[config.mk]
export PLATFORM = sky130hd
export DESIGN_NAME = dmqt_tri_select
export DESIGN_NICKNAME = d
export VERILOG_FILES = /design/src/dmqt_pkg.sv /design/src/dmqt_tri_select.sv
export SDC_FILE = /design/constraint.sdc
export NUM_CORES = 1
export LEC_CHECK = 0
export ABC_CLOCK_PERIOD_IN_PS = 21600
export BUFFER_PORTS_ARGS = -buffer_cell sky130_fd_sc_hd__buf_4
export CAP_MARGIN = 20
export CORE_AREA = 2 2 225 227
export DETAILED_ROUTE_END_ITERATION = 6
export DIE_AREA = 0 0 227 229
export PLACE_DENSITY = 0.47
export SLEW_MARGIN = 10
export SYNTH_ARGS = -nofsm -noshare
export SYNTH_HDL_FRONTEND = slang
export SYNTH_SLANG_ARGS = --single-unit
[constraint.sdc]
create_clock -name vclk -period 21.6
set_input_delay 4.32 -clock vclk [all_inputs]
set_output_delay 4.32 -clock vclk [all_outputs]
set_load 0.01 [all_outputs]
[src/dmqt_pkg.sv]
`timescale 1ns / 1ps
// ----------------------------------------------------------------------------
// dmqt_pkg
// Types and constants shared by the depth map quad triangulator modules.
// ----------------------------------------------------------------------------
package dmqt_pkg;

  localparam int DEPTH_W = 16;
  localparam int COORD_W = 12;
  localparam int DIV_W   = 10;
  localparam int PROD_W  = DEPTH_W + DIV_W;
  localparam int CFG_W   = 13;

  // Configuration register indexes.
  localparam logic [1:0] REG_LINE_WIDTH   = 2'd0;
  localparam logic [1:0] REG_FRAME_HEIGHT = 2'd1;
  localparam logic [1:0] REG_DIFF_DIVISOR = 2'd2;

  localparam logic [CFG_W-1:0] LINE_WIDTH_RST   = 13'd4096;
  localparam logic [CFG_W-1:0] FRAME_HEIGHT_RST = 13'd4096;
  localparam logic [DIV_W-1:0] DIFF_DIVISOR_RST = 10'd20;
  localparam logic [CFG_W-1:0] MAX_HEIGHT       = 13'd4096;

  // Corners: 0 upper-left, 1 upper, 2 left, 3 current pixel.
  // The six corner pairs that form the quad's edges and diagonals.
  localparam int NUM_EDGES = 6;
  localparam logic [1:0] EDGE_A [NUM_EDGES] = '{2'd0, 2'd0, 2'd0, 2'd1, 2'd1, 2'd2};
  localparam logic [1:0] EDGE_B [NUM_EDGES] = '{2'd1, 2'd2, 2'd3, 2'd2, 2'd3, 2'd3};
  localparam int EDGE_03 = 2;
  localparam int EDGE_12 = 3;

  // Candidate triangle for each corner that it leaves out.
  localparam logic [1:0] TRI_CORNER [4][3] = '{
    '{2'd3, 2'd1, 2'd2},
    '{2'd0, 2'd2, 2'd3},
    '{2'd3, 2'd1, 2'd0},
    '{2'd0, 2'd2, 2'd1}
  };

  typedef struct packed {
    logic [COORD_W-1:0] x;
    logic [COORD_W-1:0] y;
    logic [DEPTH_W-1:0] depth;
  } vertex_t;

  typedef struct packed {
    vertex_t [2:0] v;
    logic          last;
  } tri_t;

  typedef struct packed {
    logic [1:0]   n;
    tri_t [1:0]   slot;
  } tri_pair_t;

  // One quad after the edge products have been formed.
  typedef struct packed {
    logic [3:0][DEPTH_W-1:0]          d;
    logic [COORD_W-1:0]               col;
    logic [COORD_W-1:0]               row;
    logic                             en;
    logic                             diag03;
    logic [NUM_EDGES-1:0][PROD_W-1:0] prod;
    logic [NUM_EDGES-1:0][DEPTH_W-1:0] peak;
  } quad_t;

endpackage

[src/dmqt_tri_select.sv]
`timescale 1ns / 1ps
// ----------------------------------------------------------------------------
// dmqt_tri_select
// Picks the candidate triangles of one quad, applies the edge test and
// builds up to two triangles with their vertex coordinates.
// ----------------------------------------------------------------------------
module dmqt_tri_select (
  input  dmqt_pkg::quad_t     quad,
  output dmqt_pkg::tri_pair_t result
);
  import dmqt_pkg::*;

  always_comb begin
    logic [3:0]         zero;
    logic [2:0]         nz;
    logic [3:0]         sel;
    logic [3:0]         tri_ok;
    logic [3:0]         cand;
    logic               ok_m [4][4];
    logic [COORD_W-1:0] colm1;
    logic [COORD_W-1:0] rowm1;
    logic [1:0]         k;
    logic [1:0]         n;
    tri_t               built [4];

    for (int a = 0; a < 4; a++) begin
      for (int b = 0; b < 4; b++) begin
        ok_m[a][b] = 1'b0;
      end
    end
    for (int e = 0; e < NUM_EDGES; e++) begin
      ok_m[EDGE_A[e]][EDGE_B[e]] = quad.prod[e] < PROD_W'(quad.peak[e]);
      ok_m[EDGE_B[e]][EDGE_A[e]] = quad.prod[e] < PROD_W'(quad.peak[e]);
    end

    nz = 3'd0;
    for (int i = 0; i < 4; i++) begin
      zero[i] = (quad.d[i] == '0);
      nz = nz + 3'(!zero[i]);
    end

    // Three valid corners: the single zero corner names the triangle.
    // Four: split along the diagonal with the smaller depth step.
    if (nz == 3'd3) begin
      sel = zero;
    end else if (nz == 3'd4) begin
      sel = quad.diag03 ? 4'b1001 : 4'b0110;
    end else begin
      sel = 4'b0000;
    end

    colm1 = quad.col - COORD_W'(1);
    rowm1 = quad.row - COORD_W'(1);
    for (int t = 0; t < 4; t++) begin
      tri_ok[t] = ok_m[TRI_CORNER[t][0]][TRI_CORNER[t][1]] &
                  ok_m[TRI_CORNER[t][1]][TRI_CORNER[t][2]] &
                  ok_m[TRI_CORNER[t][2]][TRI_CORNER[t][0]];
      built[t].last = 1'b0;
      for (int j = 0; j < 3; j++) begin
        k = TRI_CORNER[t][j];
        built[t].v[j].x     = k[0] ? quad.col : colm1;
        built[t].v[j].y     = k[1] ? quad.row : rowm1;
        built[t].v[j].depth = quad.d[k];
      end
    end

    cand = sel & tri_ok & {4{quad.en}};

    result = '0;
    n = 2'd0;
    for (int t = 0; t < 4; t++) begin
      if (cand[t]) begin
        if (n == 2'd0) begin
          result.slot[0] = built[t];
        end else begin
          result.slot[1] = built[t];
        end
        n = n + 2'd1;
      end
    end
    result.n = n;
    result.slot[0].last = (n == 2'd1);
    result.slot[1].last = 1'b1;
  end

endmodule
* After elaboration in Yosys (flattened, before gate mapping) *
Index checks and enable logic that the tools add are counted.

storage, ports and cells
  register bits = 0
  input port bits = 342
  output and inout bits = 244

cells by class
  reduce and logical (&&, ||, !) cells = 11
  add/subtract/negate cells = 8
  $lt $le $gt $ge = 6
  bitwise operators = 10
  mux-type cells = 17
  eq/ne operators = 3

operators by type and width
  kind                                                 count
  two-way mux 121 bit                                  7
  two-way mux 242 bit                                  3
  < comparator 26 x 16 -> 1 bit                        6
  logical NOT 16 bit                                   4
  subtractor 12 x 1 -> 12 bit (second input constant)  2
  two-way mux 4 bit                                    3
  AND 1 bit                                            8
  AND 4 bit                                            2
  adder 2 x 1 -> 2 bit (second input constant)         3
  logical NOT 2 bit                                    3
  two-way mux 2 bit                                    3
  logical NOT 1 bit                                    4
  adder 2 x 1 -> 3 bit                                 1
  adder 3 x 1 -> 3 bit                                 1
  == test 3 x 2 -> 1 bit (second input constant)       1
  == test 3 bit (second input constant)                1
  adder 1 x 1 -> 2 bit                                 1
  == test 2 x 1 -> 1 bit (second input constant)       1
  two-way mux 1 bit                                    1

* Logic depth before layout (Yosys ltp) *
  depth in word-level cells = 18
  gate-level depth with buffers = 26

* Worst setup path before layout *
No wires, ideal clock.

  path kind = input -> output
  start point = in quad[283] in the netlist's numbering
  end point = out result[199] in the netlist's numbering
  path slack = 7.968 ns
  arrival = 9.312 ns
  cell stages on the path = 25
  path buffers = 6
  path through = nor4_1 and4_1 fa_1 inv_1 ha_1 ha_1 nand2_1 or2_1 a221o_1 nor3_2 clkbuf_1 buf_2 inv_1 ha_1 and3b_1 buf_2 a21oi_1 ha_1 nor4_4 a41o_1 buf_4 buf_6 nor2_1 a311oi_2 buf_4

RTL lines
  what                line                  source
  start: declaration  dmqt_tri_select.sv:8  input dmqt_pkg::quad_t quad,
  end: declaration    dmqt_tri_select.sv:9  output dmqt_pkg::tri_pair_t result

==> results.yml <==
grt:
  use_met3_pct: 2.22
  antenna_found_initial: 2
  grt_pass1_vias: 10500
  busiest_layer: "met2"
  grt_pass1_wl_um: 67900
  grt.total_usage_pct: 17.0
  gr-usage-met1_pct: 21.5
  grt_max_degree: 80
  gr-total-overflow: 0
  grt.met2_usage_pct: 30.8
place:
  place_area_um2: 11800
  place.gp.congestion: 0.930
  dp_hpwl_um: 38500
  io_buffers: 585
synth:
  synth_fa_ha_area_share_pct: 18.8
  yosys_warnings: 0
  synthSimpleGateAreaFrac_pct: 22.4
  synthCells: 1047
  synth_top_family_by_area: "compound AO/OA/AOI/OAI gates"
  syn-num-nets: 1494
  ys_seq_area_share_pct: 0
  synth-xor-area-share_pct: 0.625
  synth.mux.area_fraction_pct: 0.571
  synth.distinct_cells: 75
  syn_area_per_cell_um2: 6.70
  syn_area_um2: 7010
  synth_compound_gate_area_share_pct: 42.1
min_path:
  whs_path_depth: 3
  min-delay-start: "quad[315]"
  min_to: "result[46]"
  hold_class: "input port to output port"
timing:
  post-route-period-util_pct: 72.7
  rsz0062_at_grt: "no"
  finalCriticalPeriod_ps: 15710
  worstMarginPinSlew_ps: 1060
  max_freq_mhz: 63.7
  tns_ps: 0
  drv_slew: 0
  hold_viol: 0
  finalSetupViolations: 0
  slew-limit-headroom_pct: 29.2
die:
  die-area_um2: 52000
  pin_count: 586
  die-height_um: 229
  rows: 82
  start_util_pct: 14.1
  core_um2: 49700
  die_width_um: 227
drt:
  vias: 10600
  drt_iter0_markers: 698
  wl_per_cell_um: 21.2
  drt-total-wl_um: 47200
  drc: 0
  via_per_inst: 4.75
  drt_pre_antenna_iters: 5
  ant_nets: 0
worst_setup_path:
  crit_type: "input port to output port"
  cp_max_fo: 61
  cp.arrival_ps: 11390
  start_kind: "input port"
  critPathRequiredTime_ps: 17280
  worstSetupEndpointType: "output port"
finish:
  n_fill_cell: 5645
  syn_to_final_growth_pct: 69.1
  flops_and_latches: 0
  ff_latch_area_um2: 0
  drive_gt1_share_pct: 41.4
  nNetsFinal: 2003
  final_area_um2: 11900
  nClkBuffers: 0
cts:
  cts.repair.resized: 0
  cts_hold_buf: 0
  cts_setup_buffers: 0
run:
  cap_violations: 0
outcome:
  status: "complete, no violations"
pwr:
  p_leak_uw: 0.00607
  powerDensity_nw_per_um2: 9.69
  max-vdd-ir-drop_mv: 0.00602
-- logic make-up (layout without fill, tap and decap cells) --
family / count (synthesis) / after routing
other: 1 / 2
adders and majority gates: 105 / 105
and+or+nand+nor: 285 / 285
xor gates and xnor gates: 5 / 5
buffers and inverters: 231 / 738
muxes: 4 / 4
AOI/OAI and AO/OA: 416 / 416
-- per-stage QoR --
step | hold WS (ps) | utilization (%) | total power (uW) | setup slack [ps] | cells
after floorplan | 8720 | - | 39.3 | 7970 | 1047
after global placement | 8970 | 23.8 | 113 | 5940 | 2225
after detailed placement | 8970 | 23.9 | 115 | 5830 | 2226
after CTS | 8970 | 23.9 | 115 | 5790 | 2226
after global routing | 8990 | 23.9 | 128 | 5430 | 2227
final | 8980 | 23.9 | 115 | 5890 | 2227
-- critical path, cell delays in order --
cell      delay, ps
buf_4           120
nor4_1          640
and4_1          360
fa_1            430
inv_1            70
ha_1            140
ha_1            140
nand2_1          60
or2_1           290
a221o_1         360
a21oi_2         210
nand4_2         170
nor3b_4         610
inv_1           220
ha_1            260
and3b_2         240
a21oi_1          50
ha_1            210
nor4_4          260
buf_4           620
nand2b_2        940
o21ai_0         340
buf_4           240
-- per-layer routing --
layer | vias to the layer above | share of wire [%]
met5 | - | 0.025
met4 | 2 | 1.8
met3 | 50 | 7.2
met2 | 528 | 50
met1 | 5051 | 41
li1 | 4943 | -
-- cell usage after synthesis (all sizes together) (9+ instances only) --
cell	number	share of area [%]
inv	136	7.3
o21ai	118	8.4
ha	104	19
nand2	97	5.2
buf	69	6.8
a22o	64	8.0
a21oi	51	3.7
a21o	35	3.7
nor4	31	3.0
clkbuf	26	1.4
o22ai	25	2.2
nand4	24	2.2
o221ai	23	3.9
nand2b	21	1.9
nor3	21	1.6
a221oi	19	2.4
nor2	19	1.2
nand3	17	1.2
a22oi	16	1.7
nand3b	16	1.7
o211ai	10	1.1
and4	9	1.1
o2bb2ai	9	1.1
-- final cells by class --
| class | count | area (um^2) | share of cell area [%] |
|---|---|---|---|
| inverters | 136 | 510 | 4.31 |
| well taps | 672 | 841 | 7.09 |
| multi-input cells | 816 | 5960 | 50.3 |
| repair buffers | 602 | 4540 | 38.3 |
| diodes | 1 | 2.50 | 0.0211 |
-- placed cells by master, fill, tap and decap left out, types with 4 or more instances in the layout --
cell and instances:
buf_4 601, inv_1 135, ha_1 104, nand2_1 97
o21ai_0 84, a22o_1 64, a21oi_1 49, a21o_1 35
o21ai_1 34, nor4_1 30, o22ai_1 25, nand4_1 23
nand2b_1 20, nor3_1 20, a221oi_1 19, nand3_1 17
nor2_1 16, nand3b_1 16, a22oi_1 16, o221ai_2 12
o221ai_1 11, and4_1 9, o2bb2ai_1 9, o211ai_1 9
a21boi_0 7, a31o_2 7, or3_1 6, a221o_1 5
and3_1 4, a41oi_1 4, or4_1 4, and2_1 4
a21bo_2 4, mux2i_1 4
-- worst max-delay path by stage --
| stage | from | endpoint | slack [ps] | cells after the start |
|---|---|---|---|---|
| global placement | quad[338] | result[199] | 5940 | 25 |
| finish | quad[294] | result[192] | 5890 | 23 |
| CTS | quad[302] | result[159] | 5790 | 25 |
| global route | quad[302] | result[192] | 5430 | 23 |
| floorplan | quad[283] | result[199] | 7970 | 25 |
| detailed placement | quad[302] | result[159] | 5830 | 25 |
-- power by group --
group / internal (uW) / switching [uW]
logic: 59.5 / 55.3
registers: 0 / 0
clock network: 0.00000628 / 0
total: 59.5 / 55.3
Power figures use the tool's default switching activity.
